[src/hdl/llh_pkg.sv]
package llh_pkg;

    localparam int BUCKETS_DEF = 64;
    localparam int DATA_W      = 64;
    localparam int CMD_W       = 2;
    localparam int PCT_W       = 14;
    localparam int LOG_W       = 6;
    localparam int PROD_W      = DATA_W + PCT_W;
    localparam logic [PCT_W-1:0] PCT_FULL = PCT_W'(10000);

    typedef enum logic [CMD_W-1:0] {
        CMD_RECORD = 2'd0,
        CMD_QUERY  = 2'd1,
        CMD_CLEAR  = 2'd2
    } cmd_t;

    typedef struct packed {
        logic [CMD_W-1:0]  cmd;
        logic [DATA_W-1:0] sample_ns;
        logic [PCT_W-1:0]  pct_hundredths;
    } in_item_t;

    typedef struct packed {
        logic [DATA_W-1:0] pct_value;
        logic [DATA_W-1:0] count_total;
        logic [DATA_W-1:0] sum_total;
    } out_item_t;

    typedef struct packed {
        logic idle;
        logic res_valid;
    } qry_status_t;

    function automatic logic [LOG_W-1:0] floor_log2(input logic [DATA_W-1:0] v);
        logic [LOG_W-1:0] r;
        r = '0;
        for (int i = 1; i < DATA_W; i++) begin
            if (v[i])
            begin
                r = LOG_W'(i);
            end
        end
        return r;
    endfunction

    // bucket 0 -> 0, bucket i -> 2^(i-1)
    function automatic logic [DATA_W-1:0] bucket_value(input logic [LOG_W-1:0] i);
        logic [DATA_W-1:0] v;
        v = '0;
        if (i != '0)
        begin
            v = DATA_W'(1) << (i - LOG_W'(1));
        end
        return v;
    endfunction

endpackage

[src/hdl/llh_divider.sv]
module llh_divider
    import llh_pkg::*;
(
    input  logic              clk,
    input  logic              rst_n,
    input  logic              start,
    input  logic [PROD_W-1:0] dividend,
    output logic              done,
    output logic [PROD_W-1:0] quotient
);

    localparam int DIG_W   = 16;
    localparam int NDIG    = (PROD_W + DIG_W - 1) / DIG_W;
    localparam int PAD_W   = NDIG * DIG_W;
    localparam int X_W     = PCT_W + DIG_W;
    localparam int SHIFT   = X_W + PCT_W;
    localparam int RECIP_W = 31;
    localparam int MUL_W   = X_W + RECIP_W;
    localparam int CNT_W   = $clog2(NDIG);
    localparam int DIVISOR = 10000;
    localparam logic [RECIP_W-1:0] RECIP =
        RECIP_W'(((64'd1 << SHIFT) + 64'(DIVISOR - 1)) / 64'(DIVISOR));

    logic              busy_reg, busy_next;
    logic              done_reg, done_next;
    logic              phase_reg, phase_next;
    logic [CNT_W-1:0]  cnt_reg, cnt_next;
    logic [PCT_W-1:0]  rem_reg, rem_next;
    logic [DIG_W-1:0]  q_reg, q_next;
    logic [PAD_W-1:0]  dvd_reg, dvd_next;
    logic [X_W-1:0]    x;
    logic [MUL_W-1:0]  prod;

    // long division by 10000 in 16-bit digits, each digit in turn:
    // quotient digit by reciprocal multiply, then remainder update and shift
    always_comb
    begin
        x          = {rem_reg, dvd_reg[PAD_W-1 -: DIG_W]};
        prod       = MUL_W'(x) * MUL_W'(RECIP);
        busy_next  = busy_reg;
        done_next  = 1'b0;
        phase_next = phase_reg;
        cnt_next   = cnt_reg;
        rem_next   = rem_reg;
        q_next     = q_reg;
        dvd_next   = dvd_reg;
        if (start)
        begin
            busy_next  = 1'b1;
            phase_next = 1'b0;
            cnt_next   = '0;
            rem_next   = '0;
            dvd_next   = PAD_W'(dividend);
        end
        else if (busy_reg)
        begin
            if (!phase_reg)
            begin
                q_next     = prod[SHIFT +: DIG_W];
                phase_next = 1'b1;
            end
            else
            begin
                rem_next   = PCT_W'(x - X_W'(q_reg) * X_W'(DIVISOR));
                dvd_next   = {dvd_reg[PAD_W-DIG_W-1:0], q_reg};
                cnt_next   = cnt_reg + CNT_W'(1);
                phase_next = 1'b0;
                if (cnt_reg == CNT_W'(NDIG-1))
                begin
                    busy_next = 1'b0;
                    done_next = 1'b1;
                end
            end
        end
    end

    always_ff @(posedge clk or negedge rst_n)
    begin
        if (!rst_n)
        begin
            busy_reg  <= 1'b0;
            done_reg  <= 1'b0;
            phase_reg <= 1'b0;
            cnt_reg   <= '0;
        end
        else
        begin
            busy_reg  <= busy_next;
            done_reg  <= done_next;
            phase_reg <= phase_next;
            cnt_reg   <= cnt_next;
        end
    end

    always_ff @(posedge clk)
    begin
        rem_reg <= rem_next;
        q_reg   <= q_next;
        dvd_reg <= dvd_next;
    end

    assign done     = done_reg;
    assign quotient = dvd_reg[PROD_W-1:0];

endmodule

[src/hdl/llh_query_ctrl.sv]
module llh_query_ctrl
    import llh_pkg::*;
#(
    parameter int BUCKETS = BUCKETS_DEF,
    localparam int IDX_W  = $clog2(BUCKETS)
)
(
    input  logic              clk,
    input  logic              rst_n,
    input  logic              start,
    input  logic [PCT_W-1:0]  pct,
    input  logic [DATA_W-1:0] count,
    input  logic [DATA_W-1:0] rd_data,
    input  logic              rd_hit,
    output logic              walk_rd_en,
    output logic [IDX_W-1:0]  walk_addr,
    input  logic              res_take,
    output qry_status_t       status,
    output logic [DATA_W-1:0] res_value
);

    typedef enum logic [3:0] {
        Q_IDLE = 4'b0001,
        Q_DIV  = 4'b0010,
        Q_WALK = 4'b0100,
        Q_RES  = 4'b1000
    } qstate_t;

    localparam logic [IDX_W-1:0] LAST_IDX  = IDX_W'(BUCKETS-1);
    localparam logic [IDX_W:0]   WALK_END  = (IDX_W+1)'(BUCKETS);
    localparam logic [DATA_W-1:0] FULL_VAL = DATA_W'(1) << (BUCKETS-1);
    localparam logic [DATA_W-1:0] MISS_VAL = DATA_W'(1) << (BUCKETS-2);

    qstate_t           state_reg, state_next;
    logic [DATA_W-1:0] target_reg, target_next;
    logic [DATA_W-1:0] seen_reg, seen_next;
    logic [IDX_W:0]    ra_reg, ra_next;
    logic              dv_reg, dv_next;
    logic [IDX_W-1:0]  didx_reg, didx_next;
    logic [DATA_W-1:0] res_reg, res_next;
    logic [DATA_W-1:0] seen_sum;
    logic              div_start;
    logic              div_done;
    logic [PROD_W-1:0] product;
    logic [PROD_W-1:0] quotient;

    assign product = PROD_W'(count) * PROD_W'(pct);

    llh_divider u_div (
        .clk      (clk),
        .rst_n    (rst_n),
        .start    (div_start),
        .dividend (product),
        .done     (div_done),
        .quotient (quotient)
    );

    always_comb
    begin
        state_next  = state_reg;
        target_next = target_reg;
        seen_next   = seen_reg;
        ra_next     = ra_reg;
        dv_next     = 1'b0;
        didx_next   = didx_reg;
        res_next    = res_reg;
        div_start   = 1'b0;
        walk_rd_en  = 1'b0;
        seen_sum    = seen_reg + (rd_hit ? rd_data : '0);
        unique case (state_reg)
            Q_IDLE:
            begin
                if (start)
                begin
                    if (count == '0)
                    begin
                        res_next   = '0;
                        state_next = Q_RES;
                    end
                    else if (pct == '0)
                    begin
                        res_next   = DATA_W'(1);
                        state_next = Q_RES;
                    end
                    else if (pct >= PCT_FULL)
                    begin
                        res_next   = FULL_VAL;
                        state_next = Q_RES;
                    end
                    else
                    begin
                        div_start  = 1'b1;
                        state_next = Q_DIV;
                    end
                end
            end
            Q_DIV:
            begin
                if (div_done)
                begin
                    target_next = (quotient[DATA_W-1:0] == '0) ? DATA_W'(1)
                                                               : quotient[DATA_W-1:0];
                    seen_next   = '0;
                    ra_next     = '0;
                    state_next  = Q_WALK;
                end
            end
            Q_WALK:
            begin
                if (ra_reg < WALK_END)
                begin
                    walk_rd_en = 1'b1;
                    ra_next    = ra_reg + (IDX_W+1)'(1);
                    dv_next    = 1'b1;
                    didx_next  = ra_reg[IDX_W-1:0];
                end
                if (dv_reg)
                begin
                    seen_next = seen_sum;
                    if (seen_sum >= target_reg)
                    begin
                        res_next   = bucket_value(LOG_W'(didx_reg));
                        dv_next    = 1'b0;
                        state_next = Q_RES;
                    end
                    else if (didx_reg == LAST_IDX)
                    begin
                        res_next   = MISS_VAL;
                        dv_next    = 1'b0;
                        state_next = Q_RES;
                    end
                end
            end
            Q_RES:
            begin
                if (res_take)
                begin
                    state_next = Q_IDLE;
                end
            end
            default:
            begin
                state_next = Q_IDLE;
            end
        endcase
    end

    always_ff @(posedge clk or negedge rst_n)
    begin
        if (!rst_n)
        begin
            state_reg <= Q_IDLE;
            dv_reg    <= 1'b0;
        end
        else
        begin
            state_reg <= state_next;
            dv_reg    <= dv_next;
        end
    end

    always_ff @(posedge clk)
    begin
        target_reg <= target_next;
        seen_reg   <= seen_next;
        ra_reg     <= ra_next;
        didx_reg   <= didx_next;
        res_reg    <= res_next;
    end

    assign walk_addr        = ra_reg[IDX_W-1:0];
    assign status.idle      = (state_reg == Q_IDLE);
    assign status.res_valid = (state_reg == Q_RES);
    assign res_value        = res_reg;

endmodule

[config.mk]
export PLATFORM = sky130hd
export DESIGN_NAME = llh_query_ctrl
export DESIGN_NICKNAME = d
export VERILOG_FILES = /design/src/hdl/llh_pkg.sv /design/src/hdl/llh_divider.sv /design/src/hdl/llh_query_ctrl.sv
export SDC_FILE = /design/constraint.sdc
export NUM_CORES = 2
export LEC_CHECK = 0
export BUFFER_PORTS_ARGS = -buffer_cell sky130_fd_sc_hd__buf_2
export CORE_MARGIN = 8
export CORE_UTILIZATION = 60
export DETAILED_ROUTE_END_ITERATION = 16
export PLACE_DENSITY_LB_ADDON = 0.12
export SYNTH_ARGS = -nofsm -noshare
export SYNTH_HDL_FRONTEND = slang
export SYNTH_SLANG_ARGS = --single-unit
[constraint.sdc]
create_clock -name clk -period 11.9 [get_ports clk]
set_input_delay 1.19 -clock clk [delete_from_list [all_inputs] [get_ports clk]]
set_output_delay 1.19 -clock clk [all_outputs]
set_load 0.05 [all_outputs]
==> out/metrics.yaml <==
holdWs_ps: 501
start_util: 0.604
clkLatencyLatePin_ps: 560
place.gp.congestion: 0.986
max_freq_ghz: 0.122
synth_area_leader_cell: "fa_1"
nFillCells: 8865
grt_use_total: 0.305
cts_sinks: 326
antenna_found_initial: 3
routed_wl_um: 175000
vias: 45700
grt_overflow: 0
slew_headroom: 0.261
synth_seq_cells: 326
drc: 0
tightest_slew_ps: 1110
finalNonFillerCells: 7929
die_w_um: 339
crit_required_ps: 12180
row_count: 118
yosysTopAreaCellShare: 0.370
ys.flop_type: "edfxtp_1"
syn_nets: 8513
syn_area_um2: 62500
grt_pass1_vias: 48600
start_kind: "flop"
hp-class: "flop to flop"
cts_resized: 0
drtPass1Iterations: 6
coreArea_um2: 103000
synthArstFlopShare: 0.0337
mostFrequentLayoutCells: "1381 x inv_1, 1157 x fa_1, 818 x nand2_1"
avgSynthCellArea_um2: 9.50
dpl.hpwl_um: 142000
rsz0062_at_grt: "no"
crit_top_cell: "fa_1"
htreeDepth: 2
final_common_cell: "inv_1"
initialDrtViolationCount: 3422
drv_slew: 0
setup_tns_ps: 0
nets: 8449
io_buffers: 219
fp.dieArea_um2: 115000
worstSetupPathType: "flop to flop"
root_buffer: "clkbuf_16"
synth_cell_type_count: 89
synth_cells: 6583
cts_buffers: 36
fin_skew_ps: 30.6
cts_hold_buffers: 0
setup_viol: 0
max_stage_delay_ps: 680
arrival_ps: 8460
end_kind: "flop"
ios: 220
cts_tree: "done"
grt_pass1_wl_um: 278000
clk_pin_slew_ps: 70
slowest_stage: "ha_1"
yosys-top-cells-area: "fa_1 37%, edfxtp_1 14%, ha_1 13%"
period_needed_ps: 8180
die_y_um: 339
final_hold_viol_count: 0
synth-seq-area-share: 0.153
via_per_inst: 5.76
post_drt_wl_per_cell_um: 22.0
synth_enable_flop_cells: 299
crit_fanout: 8
max-cap-violations: 0
largest_register_ffs: 80
ant_nets: 0
cts.path.max_buffers: 3
area_delta_synth_final_pct: 4.64
placed_cells: 7861
yosysWarnings: 0
drive_gt1_frac: 0.0538
status: "completed"
grt_start_max_net_pins: 101
crit_chain: "ha_1, fa_1, inv_1, fa_1, fa_1, inv_1, fa_1, fa_1, fa_1, inv_1, fa_1, inv_1, ha_1, a21oi_2, o21ai_0, a32oi_1, or4b_4, a211oi_4, a31oi_4, a221oi_4, o221ai_2, nor4_1, nor3_1"
period_share: 0.687
post_cts_buffers: 0
Yosys cell counts, types with 7 or more instances:
master and instances:
a211oi_1 32, a21boi_0 7, a21o_1 122, a21oi_1 227, a221oi_1 7, a31oi_1 32
a41oi_1 8, and2_1 466, and3_1 26, and4_1 7, clkbuf_1 338, dfrtp_1 10
dfxtp_1 16, edfxtp_1 299, fa_1 1157, ha_1 626, inv_1 1382, nand2_1 820
nand2b_1 20, nand3_1 48, nand3b_1 7, nand4_1 60, nor2_1 115, nor2b_1 28
nor3_1 52, nor4_1 61, nor4b_1 14, o211ai_1 16, o21a_1 18, o21ai_0 182
o21bai_1 48, o31a_1 7, o31ai_1 12, or2_2 9, xnor2_1 111, xor2_1 67
worst max-delay path, delay by kind of cell, from the launching register on:
kind            cells  cell delay [ps]
compound gates      7             1590
flops               1              650
buf+inv             4              250
simple gates        3              900
fa+ha+maj           9             4520
worst paths after layout:
| path | from | to | slack [ps] | cells after the start |
|---|---|---|---|---|
| max reg2reg | u_div.dvd_reg[76] | u_div.q_reg[15] | 3720 | 23 |
| min | u_div.dvd_reg[19] | target_reg[19] | 500 | 0 |
| max | u_div.dvd_reg[76] | u_div.q_reg[15] | 3720 | 23 |
| min reg2reg | u_div.dvd_reg[19] | target_reg[19] | 500 | 0 |
| max in group asynchronous | rst_n | state_reg[0] | 11060 | 1 |
| min in group asynchronous | rst_n | state_reg[3] | 540 | 1 |
routing by layer:
metal	share of wire	vias up	GRT usage	routed length (µm)
met5	0.000074	-	0	13
met4	0.030	2	0.0821	5290
met3	0.066	282	0.0365	11600
met2	0.49	1699	0.515	85000
met1	0.42	23200	0.417	72600
li1	-	20500	-	-
logic make-up (layout without fill, tap and decap cells):
group / count (synthesis) / after routing / synth area share
multiplexers: 3 / 3 / 0.000480
AO/OA/AOI/OAI: 805 / 805 / 0.0833
adder cells (fa/ha/maj): 1783 / 1783 / 0.496
buffers and inverters: 1728 / 1692 / 0.104
AND/OR/NAND/NOR: 1760 / 1760 / 0.138
XOR/XNOR: 178 / 178 / 0.0249
other: 0 / 2 / 0
flip-flops: 326 / 326 / 0.153
metrics by stage:
| stage | area, µm² | setup slack, ps | utilization |
|---|---|---|---|
| after global placement | 64300 | 3240 | 0.621 |
| after CTS | 65400 | 3680 | 0.632 |
| after detailed placement | 64300 | 3180 | 0.621 |
| final | 65400 | 3720 | 0.632 |
| after floorplan | 62500 | 1310 | - |
| after global routing | 65400 | 3380 | 0.632 |
cell type report:
class,instances,area (µm²),share of cell area
Inverter,1383,5190,0.0793
Multi-Input combinational cell,4529,46500,0.711
Clock inverter,16,164,0.00251
Clock buffer,50,1000,0.0153
Antenna cell,2,5.00,0.0000765
Sequential cell,326,9580,0.146
Tap cell,1380,1730,0.0264
Timing Repair Buffer,243,1280,0.0195
Power is not shown: default switching activity piles up to over one toggle a cycle in this logic, so the estimate is an artifact.
